**src/hdl/rhht_mod.sv**
```systemverilog
`timescale 1ns / 1ps

// bit-serial remainder, one dividend bit per cycle
module rhht_mod #(
	parameter int unsigned DIVIDEND_BITS = 33,
	parameter int unsigned REM_BITS      = 8
) (
	input  logic                     clk,
	input  logic                     arst_n,
	input  logic                     go,
	input  logic [DIVIDEND_BITS-1:0] dividend,
	input  logic [REM_BITS:0]        divisor,
	output logic                     done,
	output logic [REM_BITS-1:0]      rem
);

	localparam int unsigned CNT_BITS = $clog2(DIVIDEND_BITS + 1);

	logic [CNT_BITS-1:0]      cnt_q;
	logic [DIVIDEND_BITS-1:0] sh_q;
	logic [REM_BITS-1:0]      rem_q;
	logic [REM_BITS:0]        div_q;
	logic                     done_q;
	logic [REM_BITS:0]        trial;

	assign trial = {rem_q, sh_q[DIVIDEND_BITS-1]};

	always_ff @(posedge clk or negedge arst_n) begin
		if (!arst_n) begin
			cnt_q  <= '0;
			done_q <= 1'b0;
		end else begin
			done_q <= 1'b0;
			if (go) begin
				cnt_q <= CNT_BITS'(DIVIDEND_BITS);
				sh_q  <= dividend;
				rem_q <= '0;
				div_q <= divisor;
			end else if (cnt_q != '0) begin
				cnt_q <= cnt_q - 1'b1;
				sh_q  <= sh_q << 1;
				if (trial >= div_q)
					rem_q <= REM_BITS'(trial - div_q);
				else
					rem_q <= REM_BITS'(trial);
				done_q <= (cnt_q == CNT_BITS'(1));
			end
		end
	end

	assign done = done_q;
	assign rem  = rem_q;

endmodule

```
**config.mk**
```make
export PLATFORM = sky130hd
export DESIGN_NAME = rhht_mod
export DESIGN_NICKNAME = d
export VERILOG_FILES = /design/src/hdl/rhht_mod.sv
export SDC_FILE = /design/constraint.sdc
export NUM_CORES = 1
export LEC_CHECK = 0
export BUFFER_PORTS_ARGS = -buffer_cell sky130_fd_sc_hd__buf_2
export CORE_MARGIN = 3
export CORE_UTILIZATION = 46
export CTS_CLUSTER_SIZE = 25
export DETAILED_ROUTE_END_ITERATION = 7
export GPL_ROUTABILITY_DRIVEN = 0
export PLACE_DENSITY_LB_ADDON = 0.1
export SYNTH_ARGS = -nofsm -noshare
export SYNTH_HDL_FRONTEND = slang
export SYNTH_SLANG_ARGS = --single-unit
```
**constraint.sdc**
```tcl
create_clock -name clk -period 3.2 [get_ports clk]
set_clock_uncertainty 0.05 [all_clocks]
set_input_delay 0.16 -clock clk [delete_from_list [all_inputs] [get_ports clk]]
set_output_delay 0.16 -clock clk [all_outputs]
set_load 0.005 [all_outputs]
```
---- Word-level counts from Yosys, hierarchy flattened ----
Cells that the tools add are included.
word-level totals
  flip-flop bits (word level) ............. 57
  input bits .............................. 45
  output and inout port bits .............. 9
  logic and storage cells ................. 21
cells by class
  $add $sub $neg .......................... 2
  magnitude comparators ................... 1
  equality and inequality tests ........... 1
  mux-type cells .......................... 8
  reductions and logical operators ........ 4
operators by type and width
  kind                                                 count
  2-to-1 mux 33 bit                                    2
  2-to-1 mux 8 bit                                     2
  2-to-1 mux 6 bit                                     2
  greater-or-equal comparator 9 bit                    1
  subtractor 8 bit                                     1
  equality test 6 x 1 -> 1 bit, second input constant  1
  nonzero test 6 bit                                   1
  subtractor 6 x 1 -> 6 bit, second input constant     1
  AND reduction 2 bit                                  2
  2-to-1 mux 1 bit                                     2
  nonzero test 2 bit                                   1

---- Logic depth before layout (Yosys ltp) ----
  depth in word-level cells ............... 3
  mapped depth ............................ 9
  gate-level depth less buffers ........... 8

---- Worst setup path before layout ----
No wires, ideal clock.
  path type ............................... reg2reg
  from .................................... register cnt_q[0]
  to ...................................... register sh_q[0], enable pin
  setup time .............................. 0.392 ns
  data arrival time ....................... 1.933 ns
  required time ........................... 2.758 ns
  slack ................................... 0.825 ns
  stages on the path, launching flop included .. 6
  buffers on the path ..................... 1
  period minus slack after synthesis ...... 2.375 ns
  path through ............................ dfrtp_1 inv_1 ha_1 nand2_1 clkbuf_1 o21a_1
between the ends
  word-level cells in the longest chain between the ends .. 3
ends and longest elaborated chain
  what                                  RTL line  text
  from (decl)                           19        logic [CNT_BITS-1:0] cnt_q;
  from (signal assigned)                35        cnt_q <= CNT_BITS'(DIVIDEND_BITS);
  from (signal assigned)                40        cnt_q <= cnt_q - 1'b1;
  nonzero test 6 bit                    39        end else if (cnt_q != '0) begin
  nonzero test 2 bit (no source line)   -
  AND reduction 2 bit (no source line)  -
  to (signal assigned)                  36        sh_q <= dividend;
  to (signal assigned)                  41        sh_q <= sh_q << 1;
  to (decl)                             20        logic [DIVIDEND_BITS-1:0] sh_q;
No other way between the ends.
A chain may end at the register's enable or synchronous reset.

---- Worst setup path in the final report ----
  from .................................... register rem_q[4], in the netlist rem[4]
  to ...................................... register rem_q[4], in the netlist rem[4], data pin
between the ends
  word-level cells in the longest chain between the ends .. 3
ends and longest elaborated chain
  what                               RTL line  text
  from (decl)                        21        logic [REM_BITS-1:0] rem_q;
  from (signal assigned)             43        rem_q <= REM_BITS'(trial - div_q);
  from (signal assigned)             45        rem_q <= REM_BITS'(trial);
  greater-or-equal comparator 9 bit  42        if (trial >= div_q)
  2-to-1 mux 8 bit                   42
  2-to-1 mux 8 bit *                 39
Every way passes the cells marked *; elsewhere a longest branch is shown, timed or not.

==> results.md <==
- The flow ran to the end, and the final reports show no timing, DRC or antenna violations.
- The count of nets left with antenna violations once routing finished came out at 0.
- After technology mapping, the gate count stands at 232.
- Across every metal layer, demand over resource in global routing totals 0.162.
- The largest fanout on the critical path is 12.
- The worst-skew pair later-pin latency is 330 ps.
- The routed via count is 2002.
- In the synthesized netlist the async set-or-reset flop fraction comes to 0.123.
- The primary flip-flop cell chosen by synthesis mapping is edfxtp_1.
- The final hold violation count is 0.
- Input and output buffers added on the ports amount to 53.
- The share of total power consumed by net switching is 0.256.
- For this configuration, the core starts out at a cell density of 0.489.
- The number of antenna violations at the first check in global routing was 0.
- The count of cells in the finished layout, fillers not included, comes to 379.
- The synthesized area per cell is 12.8 um^2.
- The worst setup path is launched from a flip-flop.
- The sequential cell area fraction in the yosys report is 0.563.
- The final HPWL from detailed placement is 3800 um.
- Relative to the synthesized area, the layout overhead comes to 21.1%.
- Counting every net in the synthesized netlist gives 289.
- The total overflow left after global routing is 0.
- Counting the buffers created by CTS gives 9.
- The core area is 6100 um^2.
- The maximum count of clock buffers along a single path is 2.
- The max-slew violation count was 0.
- 0 antenna diodes ended up in the layout.
- Data on the critical path is required at its endpoint by 3300 ps.
- The number of global-route vias before repair was 1909.
- The detailed router finished its first iteration with 131 violations.
- Setup repair after global routing left no endpoint under its margin.
- Across the run, the number of max-cap violations was 0.
- Dividing the final minimum period by the clock period gives 0.796.
- The first global-routing pass estimated 9230 um of wire.
- The worst path needs 2550 ps of the cycle, external delays included.
- The CTS tree is yes.
- The clock drives 57 sinks.
- Traced cell by cell, the critical path runs through ha_1 -> and3_4 -> a221o_1 -> a21oi_2 -> nand3_1 -> a311oi_2.
- Timing would allow up to 0.393 GHz.
- The critical path class is flip-flop to flip-flop.
- Of the cells placed in the final design, the portion with a size suffix greater than 1 is 0.352.
- The library cell used most frequently in the layout, excluding fill and tap cells, is buf_2.
- Yosys mapped a number of flops with a built-in enable equal to 50.
- Row generation in the floorplan step produced 28 rows.
- The netlist area before placement is 2980 um^2.
- The part of the power in registers is 0.469.
- The logic gate share of total power is 0.195.
- The number of failing setup endpoints in the final timing report is 0.
- Setup total negative slack on the finished layout was measured at 0 ps.
- After detailed routing, the total wire length is 5570 um.
- The pin count of the biggest net entering global routing is 39.
- The H-tree was split into 3 levels.
- The arrival time reported for the critical path endpoint is 2640 ps.
- In this run, post-CTS repair resized a total of 0 instances.
- The part of the power in the clock network is 0.337.
- The worst-case IR drop observed on VDD is 0.358 mV.
- Dividing total power by cell area gives a power density of 556 nW/um^2.
- Before antenna repair, the detailed router went through 4 iterations.
- The element type at the critical path end is a flip-flop.
- The internal power of the cells totals 1.49 mW.
- The buffer type at the clock tree root is clkbuf_8.
- Synthesis inferred 57 register bits.
- The net count of the finished layout is 356.
- The number of placed instances, taps included, is 353.
- Pin placement for this block handled 54 I/O pins.
- The worst hold slack after final layout is 65.0 ps.
- The floorplan step defined a die boundary enclosing 7480 um^2.
- Grouping stages by cell kind, the critical path spends the most delay in compound AO/OA/AOI/OAI gates.
- Using the TritonRoute via totals, the vias-per-cell ratio works out to 5.28.
- The count of buffer and inverter cells on the critical path is 0.
- The switching power summed over all nets is 515 uW.
- The clock-pin slew of the registers on the worst-case setup and hold paths is 70 ps.
- The floorplan step set the die height to 86.5 um.
- The number of warnings issued by yosys is 0.
- The worst pin sits at a relative slew slack of 0.475.
- Synthesis instantiated 49 different standard cells from the library.
- The class of the worst hold path is input pin to flip-flop.
- Measured along the x axis, the die boundary spans 86.5 um.
- The per-cell routed wire length is 14.7 um.
- For the pin with the worst max-slew slack, the measured transition is 788 ps.
- In this run the static leakage power is 1.48 nW.
- The cell type of the slowest stage on the worst timing path is ha_1.
- The number of remaining DRC errors is 0.
- In this design, the stage delay of the slowest critical-path cell is 450 ps.
- The top cell types in the final layout, fill and taps aside, are buf_2 (53), edfxtp_1 (50), mux2_2 (30), nor2_1 (19), inv_1 (15).
## synthesized netlist by cell type, types with 4 or more instances
cell | number | area, um^2
a21o_1 | 5 | 37.5
a21oi_1 | 7 | 35.0
a311oi_1 | 5 | 43.8
clkbuf_1 | 8 | 30.0
dfrtp_1 | 7 | 175
edfxtp_1 | 50 | 1500
ha_1 | 11 | 138
inv_1 | 15 | 56.3
mux2_2 | 30 | 338
nand2_1 | 8 | 30.0
nand2b_1 | 4 | 25.0
nand3_1 | 7 | 35.0
nor2_1 | 19 | 71.3
o21ai_1 | 5 | 25.0
## worst reg2reg max path: stages (launching register included)
cell	delay, ps
edfxtp_1	440
ha_1	450
and3_4	230
a221o_1	320
a21oi_2	440
nand3_1	170
a311oi_2	270
## per-stage QoR
step                       util  area (um^2)  setup slack, ps  total power, mW
after detailed placement  0.543         3310              662             1.34
after floorplan               -         2980              825             1.24
final                     0.592         3610              653             2.01
after global routing      0.592         3610              526             2.12
after CTS                 0.592         3610              660             2.03
after global placement    0.543         3310              718             1.33
## sequential cells by signal (all words and copies together) (netlist names)
signal / flops
cnt_q: 6
div_q: 9
sh_q: 33
done: 1
rem: 8
## kinds of logic after synthesis
logic type,Yosys count,synth area share
AO/OA/AOI/OAI,43,0.109
XOR/XNOR,4,0.0118
adder cells (fa/ha/maj),12,0.0529
buffers and inverters,26,0.0390
flip-flops,57,0.563
multiplexers,33,0.124
AND/OR/NAND/NOR,57,0.101
## layout make-up
| class | count | area, um^2 |
|---|---|---|
| repair buffers | 67 | 395 |
| flip-flops and latches | 57 | 1680 |
| well taps | 75 | 93.8 |
| inverters | 15 | 56.3 |
| clock inverters | 2 | 37.5 |
| multi-input cells | 149 | 1190 |
| clock buffers | 14 | 163 |
| fillers | 531 | 2490 |
## power groups by stage
stage / registers [mW] / logic, mW / clock network (mW)
after floorplan: 0.944 / 0.291 / 0
after CTS: 0.941 / 0.393 / 0.699
after detailed placement: 0.956 / 0.382 / 0
after global routing: 0.952 / 0.437 / 0.733
after global placement: 0.955 / 0.378 / 0
final: 0.941 / 0.391 / 0.676
## worst paths after layout
check	from	endpoint	slack, ps	cells past startpoint
setup / recovery	rem[4]	rem[4]	650	6
hold / removal	dividend[0]	sh_q[0]	70	2
setup reg to reg	rem[4]	rem[4]	650	6
hold reg to reg	sh_q[25]	sh_q[26]	490	1
max in group asynchronous	arst_n	cnt_q[2]	2590	2
min in group asynchronous	arst_n	cnt_q[1]	240	2
## metal layers
metal / global-route usage / vias to the layer above / share of wire
met3: 0.0732 / 2 / 0.050
li1: - / 1008 / -
met4: 0.0382 / 0 / 0.0052
met5: 0 / - / 0
met2: 0.239 / 47 / 0.47
met1: 0.220 / 945 / 0.48
## what timing repair did
item	4_1_cts	5_1_grt
setup endpoints to repair	0	0
hold buffers	10	0
endpoints found under the hold margin	16	0
buffers inserted	0	0
Note: power is estimated with default switching activity, not from simulation.
